==> src/rtl/sipi_pkg.sv <==
`default_nettype none

package sipi_pkg;

    localparam int COUNT_LIMIT = 63;
    localparam int CNT_W = $clog2(COUNT_LIMIT + 1);
    localparam int ADDR_BYTES_W = 3;
    localparam int LEN_W = 6;
    localparam int CMP_W = (CNT_W > LEN_W) ? CNT_W + 1 : LEN_W + 1;
    localparam int HDR_LEN = 2;
    localparam int CRC_LEN = 2;

    localparam logic [15:0] CRC_POLY = 16'h1021;
    localparam logic [15:0] CRC_INIT = 16'hFFFF;

    localparam logic [4:0] CMD_READ_WRITE_LONG = 5'h0A;
    localparam logic [4:0] CMD_ID_REQUEST = 5'h12;
    localparam logic [4:0] CMD_STREAM_WRITE = 5'h17;

    typedef enum logic [2:0] {
        KIND_HDR_HI  = 3'd0,
        KIND_HDR_LO  = 3'd1,
        KIND_ADDR    = 3'd2,
        KIND_DATA    = 3'd3,
        KIND_CRC_HI  = 3'd4,
        KIND_CRC_LO  = 3'd5,
        KIND_SURPLUS = 3'd6
    } byte_kind_t;

    typedef enum logic [2:0] {
        STATUS_OK          = 3'd0,
        STATUS_MISMATCH    = 3'd1,
        STATUS_INCOMPLETE  = 3'd2,
        STATUS_HEADER_ONLY = 3'd3,
        STATUS_TOO_SHORT   = 3'd4
    } frame_status_t;

    typedef struct packed {
        byte_kind_t    byte_kind;
        logic [2:0]    tag;
        logic [4:0]    command;
        logic          command_known;
        logic [2:0]    channel;
        logic          reserved_mid_warning;
        logic          reserved_low_warning;
        logic          frame_done;
        frame_status_t frame_status;
        logic [15:0]   computed_crc;
        logic [15:0]   received_crc;
    } result_t;

    function automatic logic cmd_known(input logic [4:0] cmd);
        logic known;
        unique case (cmd)
            5'h00, 5'h01, 5'h02,
            5'h04, 5'h05, 5'h06,
            5'h08, 5'h09, CMD_READ_WRITE_LONG,
            5'h0C, CMD_ID_REQUEST, CMD_STREAM_WRITE: known = 1'b1;
            default: known = 1'b0;
        endcase
        return known;
    endfunction

    function automatic logic [ADDR_BYTES_W-1:0] cmd_addr_bytes(input logic [4:0] cmd);
        logic [ADDR_BYTES_W-1:0] len;
        unique case (cmd)
            5'h00, 5'h01, 5'h02,
            5'h04, 5'h05, 5'h06,
            CMD_READ_WRITE_LONG: len = ADDR_BYTES_W'(4);
            default: len = '0;
        endcase
        return len;
    endfunction

    function automatic logic [LEN_W-1:0] cmd_data_len(input logic [4:0] cmd);
        logic [LEN_W-1:0] len;
        unique case (cmd)
            5'h04, 5'h05, 5'h06,
            CMD_READ_WRITE_LONG: len = LEN_W'(4);
            CMD_STREAM_WRITE: len = LEN_W'(32);
            default: len = '0;
        endcase
        return len;
    endfunction

    function automatic logic [15:0] crc_byte(input logic [15:0] crc, input logic [7:0] b);
        logic [15:0] c;
        c = crc ^ {b, 8'h00};
        for (int i = 0; i < 8; i++)
        begin
            if (c[15])
            begin
                c = {c[14:0], 1'b0} ^ CRC_POLY;
            end
            else
            begin
                c = {c[14:0], 1'b0};
            end
        end
        return c;
    endfunction

endpackage

`default_nettype wire

==> src/rtl/sipi_if.sv <==
`default_nettype none

interface sipi_byte_if;
    logic       valid;
    logic       ready;
    logic [7:0] byte_value;
    logic       frame_end;

    modport source (output valid, output byte_value, output frame_end, input ready);
    modport sink (input valid, input byte_value, input frame_end, output ready);
endinterface

interface sipi_result_if;
    logic        valid;
    logic        ready;
    logic [2:0]  byte_kind;
    logic [2:0]  tag;
    logic [4:0]  command;
    logic        command_known;
    logic [2:0]  channel;
    logic        reserved_mid_warning;
    logic        reserved_low_warning;
    logic        frame_done;
    logic [2:0]  frame_status;
    logic [15:0] computed_crc;
    logic [15:0] received_crc;

    modport source (
        output valid, output byte_kind, output tag, output command, output command_known,
        output channel, output reserved_mid_warning, output reserved_low_warning,
        output frame_done, output frame_status, output computed_crc, output received_crc,
        input ready
    );
    modport sink (
        input valid, input byte_kind, input tag, input command, input command_known,
        input channel, input reserved_mid_warning, input reserved_low_warning,
        input frame_done, input frame_status, input computed_crc, input received_crc,
        output ready
    );
endinterface

`default_nettype wire

==> src/rtl/sipi_frame_parser.sv <==
// Each accepted byte's result is registered in a two-entry output buffer (output
// or, while the output stalls, skid register). Throughput: one byte per cycle
// while the buffer has room; the frame state and the byte-wide CRC update
// combinationally, and the buffer keeps input flowing while a result waits.
// Reset clears the frame state: position zero, CRC all ones, empty buffer.
`default_nettype none

module sipi_frame_parser (
    input wire logic      clk,
    input wire logic      rst_n,
    sipi_byte_if.sink     bytes,
    sipi_result_if.source results
);

    localparam int CNT_W = sipi_pkg::CNT_W;
    localparam int CMP_W = sipi_pkg::CMP_W;
    localparam int LEN_W = sipi_pkg::LEN_W;
    localparam int ADDR_BYTES_W = sipi_pkg::ADDR_BYTES_W;

    logic [CNT_W-1:0]        cnt_reg, cnt_next;
    logic [LEN_W-1:0]        exp_len_reg, exp_len_next;
    logic [ADDR_BYTES_W-1:0] addr_bytes_reg, addr_bytes_next;
    logic [LEN_W-1:0]        data_len;
    logic [15:0]             crc_reg, crc_next;
    logic [15:0]             got_reg, got_next;
    logic [15:0]             hdr_reg, hdr_next;

    logic                    accept;
    logic                    buf_ready;
    logic [7:0]              b;
    logic [CMP_W-1:0]        pos_w;
    logic [CMP_W-1:0]        exp_w;
    logic [CMP_W-1:0]        n_w;
    sipi_pkg::result_t       res;
    sipi_pkg::result_t       res_out;
    logic                    res_valid;

    assign b      = bytes.byte_value;
    assign accept = bytes.valid && buf_ready;
    assign bytes.ready = buf_ready;

    always_comb
    begin
        hdr_next        = hdr_reg;
        addr_bytes_next = addr_bytes_reg;
        data_len        = '0;
        exp_len_next    = exp_len_reg;
        if (cnt_reg == '0)
        begin
            hdr_next        = {b, 8'h00};
            addr_bytes_next = sipi_pkg::cmd_addr_bytes(b[4:0]);
            data_len        = sipi_pkg::cmd_data_len(b[4:0]);
            exp_len_next    = LEN_W'(sipi_pkg::HDR_LEN + sipi_pkg::CRC_LEN)
                              + LEN_W'(addr_bytes_next) + data_len;
        end
        else if (cnt_reg == CNT_W'(1))
        begin
            hdr_next = {hdr_reg[15:8], b};
        end

        pos_w = CMP_W'(cnt_reg);
        exp_w = CMP_W'(exp_len_next);
        n_w   = pos_w + CMP_W'(1);

        if (pos_w == '0)
        begin
            res.byte_kind = sipi_pkg::KIND_HDR_HI;
        end
        else if (pos_w == CMP_W'(1))
        begin
            res.byte_kind = sipi_pkg::KIND_HDR_LO;
        end
        else if (pos_w < CMP_W'(sipi_pkg::HDR_LEN) + CMP_W'(addr_bytes_next))
        begin
            res.byte_kind = sipi_pkg::KIND_ADDR;
        end
        else if (pos_w < exp_w - CMP_W'(sipi_pkg::CRC_LEN))
        begin
            res.byte_kind = sipi_pkg::KIND_DATA;
        end
        else if (pos_w == exp_w - CMP_W'(sipi_pkg::CRC_LEN))
        begin
            res.byte_kind = sipi_pkg::KIND_CRC_HI;
        end
        else if (pos_w == exp_w - CMP_W'(1))
        begin
            res.byte_kind = sipi_pkg::KIND_CRC_LO;
        end
        else
        begin
            res.byte_kind = sipi_pkg::KIND_SURPLUS;
        end

        crc_next = crc_reg;
        got_next = got_reg;
        if (pos_w < exp_w - CMP_W'(sipi_pkg::CRC_LEN))
        begin
            crc_next = sipi_pkg::crc_byte(crc_reg, b);
        end
        else if (res.byte_kind == sipi_pkg::KIND_CRC_HI)
        begin
            got_next = {b, got_reg[7:0]};
        end
        else if (res.byte_kind == sipi_pkg::KIND_CRC_LO)
        begin
            got_next = {got_reg[15:8], b};
        end

        res.tag                  = hdr_next[15:13];
        res.command              = hdr_next[12:8];
        res.command_known        = sipi_pkg::cmd_known(hdr_next[12:8]);
        res.channel              = hdr_next[3:1];
        res.reserved_mid_warning = |hdr_next[7:4];
        res.reserved_low_warning = hdr_next[0];
        res.frame_done           = bytes.frame_end;
        res.frame_status         = sipi_pkg::STATUS_OK;
        res.computed_crc         = '0;
        res.received_crc         = '0;

        if (bytes.frame_end)
        begin
            priority if (n_w < CMP_W'(sipi_pkg::HDR_LEN))
            begin
                res.frame_status = sipi_pkg::STATUS_TOO_SHORT;
            end
            else if (n_w == CMP_W'(sipi_pkg::HDR_LEN))
            begin
                res.frame_status = sipi_pkg::STATUS_HEADER_ONLY;
            end
            else if (n_w < exp_w)
            begin
                res.frame_status = sipi_pkg::STATUS_INCOMPLETE;
            end
            else
            begin
                res.computed_crc = crc_next;
                res.received_crc = got_next;
                res.frame_status = (crc_next == got_next) ? sipi_pkg::STATUS_OK
                                                          : sipi_pkg::STATUS_MISMATCH;
            end
        end

        if (cnt_reg < CNT_W'(sipi_pkg::COUNT_LIMIT))
        begin
            cnt_next = cnt_reg + CNT_W'(1);
        end
        else
        begin
            cnt_next = cnt_reg;
        end
    end

    always_ff @(posedge clk or negedge rst_n)
    begin
        if (!rst_n)
        begin
            cnt_reg        <= '0;
            exp_len_reg    <= LEN_W'(sipi_pkg::HDR_LEN + sipi_pkg::CRC_LEN);
            addr_bytes_reg <= '0;
            crc_reg        <= sipi_pkg::CRC_INIT;
            got_reg        <= '0;
            hdr_reg        <= '0;
        end
        else if (accept)
        begin
            if (bytes.frame_end)
            begin
                cnt_reg        <= '0;
                exp_len_reg    <= LEN_W'(sipi_pkg::HDR_LEN + sipi_pkg::CRC_LEN);
                addr_bytes_reg <= '0;
                crc_reg        <= sipi_pkg::CRC_INIT;
                got_reg        <= '0;
                hdr_reg        <= '0;
            end
            else
            begin
                cnt_reg        <= cnt_next;
                exp_len_reg    <= exp_len_next;
                addr_bytes_reg <= addr_bytes_next;
                crc_reg        <= crc_next;
                got_reg        <= got_next;
                hdr_reg        <= hdr_next;
            end
        end
    end

    sipi_skid u_skid (
        .clk       (clk),
        .rst_n     (rst_n),
        .in_valid  (bytes.valid),
        .in_ready  (buf_ready),
        .in_data   (res),
        .out_valid (res_valid),
        .out_ready (results.ready),
        .out_data  (res_out)
    );

    assign results.valid                = res_valid;
    assign results.byte_kind            = res_out.byte_kind;
    assign results.tag                  = res_out.tag;
    assign results.command              = res_out.command;
    assign results.command_known        = res_out.command_known;
    assign results.channel              = res_out.channel;
    assign results.reserved_mid_warning = res_out.reserved_mid_warning;
    assign results.reserved_low_warning = res_out.reserved_low_warning;
    assign results.frame_done           = res_out.frame_done;
    assign results.frame_status         = res_out.frame_status;
    assign results.computed_crc         = res_out.computed_crc;
    assign results.received_crc         = res_out.received_crc;

endmodule

`default_nettype wire

==> src/rtl/sipi_skid.sv <==
`default_nettype none

module sipi_skid (
    input  wire logic             clk,
    input  wire logic             rst_n,
    input  wire logic             in_valid,
    output logic                  in_ready,
    input  wire sipi_pkg::result_t in_data,
    output logic                  out_valid,
    input  wire logic             out_ready,
    output sipi_pkg::result_t     out_data
);

    logic              out_valid_reg;
    logic              skid_valid_reg;
    sipi_pkg::result_t out_data_reg;
    sipi_pkg::result_t skid_data_reg;

    assign in_ready  = !skid_valid_reg;
    assign out_valid = out_valid_reg;
    assign out_data  = out_data_reg;

    always_ff @(posedge clk or negedge rst_n) begin
        if (!rst_n) begin
            out_valid_reg  <= 1'b0;
            skid_valid_reg <= 1'b0;
        end
        else if (!out_valid_reg || out_ready) begin
            if (skid_valid_reg) begin
                out_valid_reg  <= 1'b1;
                skid_valid_reg <= 1'b0;
            end
            else begin
                out_valid_reg <= in_valid;
            end
        end
        else if (in_valid && !skid_valid_reg) begin
            skid_valid_reg <= 1'b1;
        end
    end

    always_ff @(posedge clk) begin
        if (!out_valid_reg || out_ready) begin
            if (skid_valid_reg) begin
                out_data_reg <= skid_data_reg;
            end
            else begin
                out_data_reg <= in_data;
            end
        end
        else if (in_valid && !skid_valid_reg) begin
            skid_data_reg <= in_data;
        end
    end

endmodule

`default_nettype wire
==> src/flat_wrapper.sv <==
// flat-port wrapper written by rule: the top's interface ports become plain ports
module sipi_frame_parser_flat 
  (clk, rst_n, bytes_valid, bytes_byte_value, bytes_frame_end, bytes_ready, results_valid, results_byte_kind, results_tag, results_command, results_command_known, results_channel, results_reserved_mid_warning, results_reserved_low_warning, results_frame_done, results_frame_status, results_computed_crc, results_received_crc, results_ready);
  sipi_byte_if bytes_i ();
  sipi_result_if results_i ();
  input wire logic clk;
  input wire logic rst_n;
  input wire logic [$bits(bytes_i.valid)-1:0] bytes_valid;
  input wire logic [$bits(bytes_i.byte_value)-1:0] bytes_byte_value;
  input wire logic [$bits(bytes_i.frame_end)-1:0] bytes_frame_end;
  output wire logic [$bits(bytes_i.ready)-1:0] bytes_ready;
  output wire logic [$bits(results_i.valid)-1:0] results_valid;
  output wire logic [$bits(results_i.byte_kind)-1:0] results_byte_kind;
  output wire logic [$bits(results_i.tag)-1:0] results_tag;
  output wire logic [$bits(results_i.command)-1:0] results_command;
  output wire logic [$bits(results_i.command_known)-1:0] results_command_known;
  output wire logic [$bits(results_i.channel)-1:0] results_channel;
  output wire logic [$bits(results_i.reserved_mid_warning)-1:0] results_reserved_mid_warning;
  output wire logic [$bits(results_i.reserved_low_warning)-1:0] results_reserved_low_warning;
  output wire logic [$bits(results_i.frame_done)-1:0] results_frame_done;
  output wire logic [$bits(results_i.frame_status)-1:0] results_frame_status;
  output wire logic [$bits(results_i.computed_crc)-1:0] results_computed_crc;
  output wire logic [$bits(results_i.received_crc)-1:0] results_received_crc;
  input wire logic [$bits(results_i.ready)-1:0] results_ready;
  assign bytes_i.valid = bytes_valid;
  assign bytes_i.byte_value = bytes_byte_value;
  assign bytes_i.frame_end = bytes_frame_end;
  assign bytes_ready = bytes_i.ready;
  assign results_valid = results_i.valid;
  assign results_byte_kind = results_i.byte_kind;
  assign results_tag = results_i.tag;
  assign results_command = results_i.command;
  assign results_command_known = results_i.command_known;
  assign results_channel = results_i.channel;
  assign results_reserved_mid_warning = results_i.reserved_mid_warning;
  assign results_reserved_low_warning = results_i.reserved_low_warning;
  assign results_frame_done = results_i.frame_done;
  assign results_frame_status = results_i.frame_status;
  assign results_computed_crc = results_i.computed_crc;
  assign results_received_crc = results_i.received_crc;
  assign results_i.ready = results_ready;
  sipi_frame_parser u_core (.clk(clk), .rst_n(rst_n), .bytes(bytes_i), .results(results_i));
endmodule
==> config.mk <==
export PLATFORM = sky130hd
export DESIGN_NAME = sipi_frame_parser_flat
export DESIGN_NICKNAME = d
export VERILOG_FILES = /design/src/rtl/sipi_pkg.sv /design/src/rtl/sipi_if.sv /design/src/rtl/sipi_frame_parser.sv /design/src/rtl/sipi_skid.sv /design/src/flat_wrapper.sv
export SDC_FILE = /design/constraint.sdc
export NUM_CORES = 1
export LEC_CHECK = 0
export ABC_AREA = 1
export BUFFER_PORTS_ARGS = -buffer_cell sky130_fd_sc_hd__buf_4
export CELL_PAD_IN_SITES_DETAIL_PLACEMENT = 0
export CELL_PAD_IN_SITES_GLOBAL_PLACEMENT = 1
export CORE_ASPECT_RATIO = 0.8
export CORE_MARGIN = 10
export CORE_UTILIZATION = 40
export CTS_CLUSTER_DIAMETER = 50
export CTS_CLUSTER_SIZE = 20
export DETAILED_ROUTE_END_ITERATION = 10
export PLACE_DENSITY = 0.72
export SETUP_SLACK_MARGIN = 0.3
export SYNTH_ARGS = -nofsm -noshare
export SYNTH_HDL_FRONTEND = slang
export SYNTH_SLANG_ARGS = --single-unit
==> constraint.sdc <==
create_clock -name clk -period 12.1 [get_ports clk]
set_input_delay 0 -clock clk [delete_from_list [all_inputs] [get_ports clk]]
set_output_delay 0 -clock clk [all_outputs]
set_load 0.02 [all_outputs]
==> results.cfg <==
[run_status]
status = finished clean

[yosys]
synth_compound_area_share_pct = 8.21
ys_seq_area_share_pct = 54.6
yosys.area.top_type_share_pct = 35.9
synthAdderAreaFrac_pct = 3.53
ys_types = 38
synthCells = 1010
synth_xor_area_share_pct = 2.87
syn_area_um2 = 8850
synth.yosys.warnings = 0
ys_ff_latch = 171
yosysTopAreaCell = edfxtp_1
synth_top_family_by_area = simple AND/OR/NAND/NOR gates
synth-edff-count = 106
synthMuxAreaShare_pct = 0
syn_area_per_cell_um2 = 8.77
ys.flop_type = edfxtp_1
async_reset_ff_share_pct = 38.0
synth_fp_nets = 1048
yosys-top-cells-area = edfxtp_1 36%, dfrtp_1 14%, nand2_1 12%
synthSimpleGateAreaFrac_pct = 22.6

[global_routing]
gr-total-overflow = 0
antenna_found_initial = 0
grt_pass1_wl_um = 36900
grt_max_degree = 70
grtUsageTotal_pct = 16.1
grt_pass1_vias = 6491

[clock_network]
root_buffer = clkbuf_16
cts_buffer_depth = 2
clock_sinks = 171
cts_hold_buf = 3
cts_buffers = 17
insertion_delay_ns = 0.43
cts_tree = done
htree_levels = 4
cts_setup_buffers = 0
cts_resized = 0
clk_pin_slew_ns = 0.08

[drt]
wl_per_cell_um = 16.8
wirelength_um = 23100
drt_iter0_drc = 522
vias = 6788
ant_nets = 0
vias_per_cell = 4.93
drtPass1Iterations = 5
route.detailed.drc = 0

[critical_path]
slowest_stage = dfrtp_1
reg2reg_depth = 31
required_ns = 12.28
max_stage_delay_ns = 0.49
arrival_ns = 5.34
critPathLaunchType = flop
worstSetupPathType = reg -> reg
r2r_start = u_core.cnt_reg[0]$_DFFE_PN0P_
end_kind = flop
r2r-end = u_core.u_skid.out_data[32]$_DFFE_PN_
cp_max_fo = 31
reg2reg_slack_ns = 6.94
critPathMostFrequentCell = nand2_1

[die]
die-area_um2 = 28500
row_count = 48
start_util_pct = 40.8
die_h_um = 153
pin_count = 68
core-area_um2 = 21700
fp.dieW_um = 186

[sta]
hold_viol_final = 0
min_period_ns = 5.16
grt_setup_unrepaired = no
setup_viol = 0
finClkSkew_ns = 0.0144
slew_viol_final = 0
hold-worst-slack_ns = 0.0250
fmax_mhz = 194
worst_pin_slew_ns = 0.957
period_share_pct = 42.6
maxSlewHeadroom_pct = 36.1
setup_tns_ns = 0

[cells_and_area]
num_antenna_cells = 0
area_growth_syn_to_layout_pct = 15.0
seq_area_um2 = 4830
final_nets = 1101
final.fill_count = 2132
stdcell_count = 1376
drive_gt1_share_pct = 14.0
multi_input_area_um2 = 3300

[placed_design]
place_inst = 1341
io_buffer_count = 67
hpwlAfterDp_um = 15800
gp_congestion = 0.857

[power_and_ir_drop]
ir_drop_uv = 89.8
cellLeakagePower_uw = 0.00465
power_density_nw_per_um2 = 210

[min_path]
min-delay-path-class = in -> reg
hp-start = bytes_byte_value[7]
whs_path_depth = 3
hold_end = u_core.hdr_reg[7]$_DFFE_PN0P_

[job]
drv_cap = 0
logic make-up after synthesis:
family,count (synthesis)
fa+ha+maj,25
xor+xnor,29
flops,171
simple gates,478
compound gates,127
buf+inv,180
Yosys cell counts (11+ instances only):
library cell  count
ha_1             25
inv_1           127
nand2_1         280
nor2_1           90
o22ai_1          48
dfrtp_1          48
dfstp_2          17
o21ai_0          47
nand3_1          79
xor2_1           11
xnor2_1          18
a21oi_1          16
edfxtp_1        106
clkbuf_1         26
cell type report:
cell class              instances  share of cell area [%]
flip-flops and latches        171                    47.5
multi-input cells             659                    32.5
repair buffers                 78                    5.83
inverters                     136                    5.01
clock buffers                  19                    4.25
well taps                     300                    3.69
clock inverters                13                    1.29
critical path, delay by kind of cell (launching register included):
kind	cells	cell delay (ns)
adder cells (fa/ha/maj)	3	0.82
AO/OA/AOI/OAI	2	0.49
AND/OR/NAND/NOR	21	2.37
XOR/XNOR	1	0.16
buffers and inverters	4	0.58
flip-flops	1	0.49
report_power, final:
| group | switching, µW | total [µW] | internal [µW] |
|---|---|---|---|
| clock network | 254 | 527 | 273 |
| logic | 551 | 820 | 270 |
| registers | 43.5 | 786 | 742 |
| total | 849 | 2130 | 1290 |
cell usage in the layout (no fill, tap or decap), drive strengths merged, types with 7 or more instances in the layout:
cell	synthesis	layout
nor2	94	94
o22ai	48	48
a21oi	17	17
xnor2	18	18
buf	18	75
clkbuf	26	19
inv	135	141
xor2	11	11
nand4	8	8
dfstp	17	17
edfxtp	106	106
clkinv	1	7
dfrtp	48	48
ha	25	25
nand2	289	289
o21ai	53	53
nand3	80	80
worst max path at each step:
stage / start / endpoint / slack (ns) / cells after the start
detailed placement: u_core.cnt_reg[0]$_DFFE_PN0P_ / u_core.u_skid.out_data[32]$_DFFE_PN_ / 6.98 / 31
floorplan: u_core.u_skid.out_valid$_DFFE_PN0N_ / u_core.u_skid.skid_data_reg[0]$_DFFE_PP_ / 7.55 / 2
global route: u_core.cnt_reg[1]$_DFFE_PN0P_ / u_core.u_skid.out_data[32]$_DFFE_PN_ / 6.40 / 30
CTS: u_core.cnt_reg[0]$_DFFE_PN0P_ / u_core.u_skid.out_data[32]$_DFFE_PN_ / 6.95 / 31
finish: u_core.cnt_reg[0]$_DFFE_PN0P_ / u_core.u_skid.out_data[32]$_DFFE_PN_ / 6.94 / 31
global placement: u_core.cnt_reg[0]$_DFFE_PN0P_ / u_core.u_skid.out_data[32]$_DFFE_PN_ / 7.16 / 31
stage by stage:
step           total power (µW)  setup WS [ns]  area [µm²]  util [%]
2_1_floorplan              1370           7.55        8850         -
3_3_place_gp               1610           7.16        9590      44.2
3_5_place_dp               1610           6.98        9590      44.2
4_1_cts                    2150           6.95       10200      47.0
5_1_grt                    2290           6.40       10200      47.0
6_report                   2130           6.94       10200      47.0
routing by layer:
layer	GRT usage [%]	wire length, µm	vias to the layer above
met5	0	0	-
met4	4.44	241	0
met3	3.55	1350	17
met2	23.5	9650	160
met1	23.5	11900	3195
li1	-	-	3416
Power figures use the tool's default switching activity.
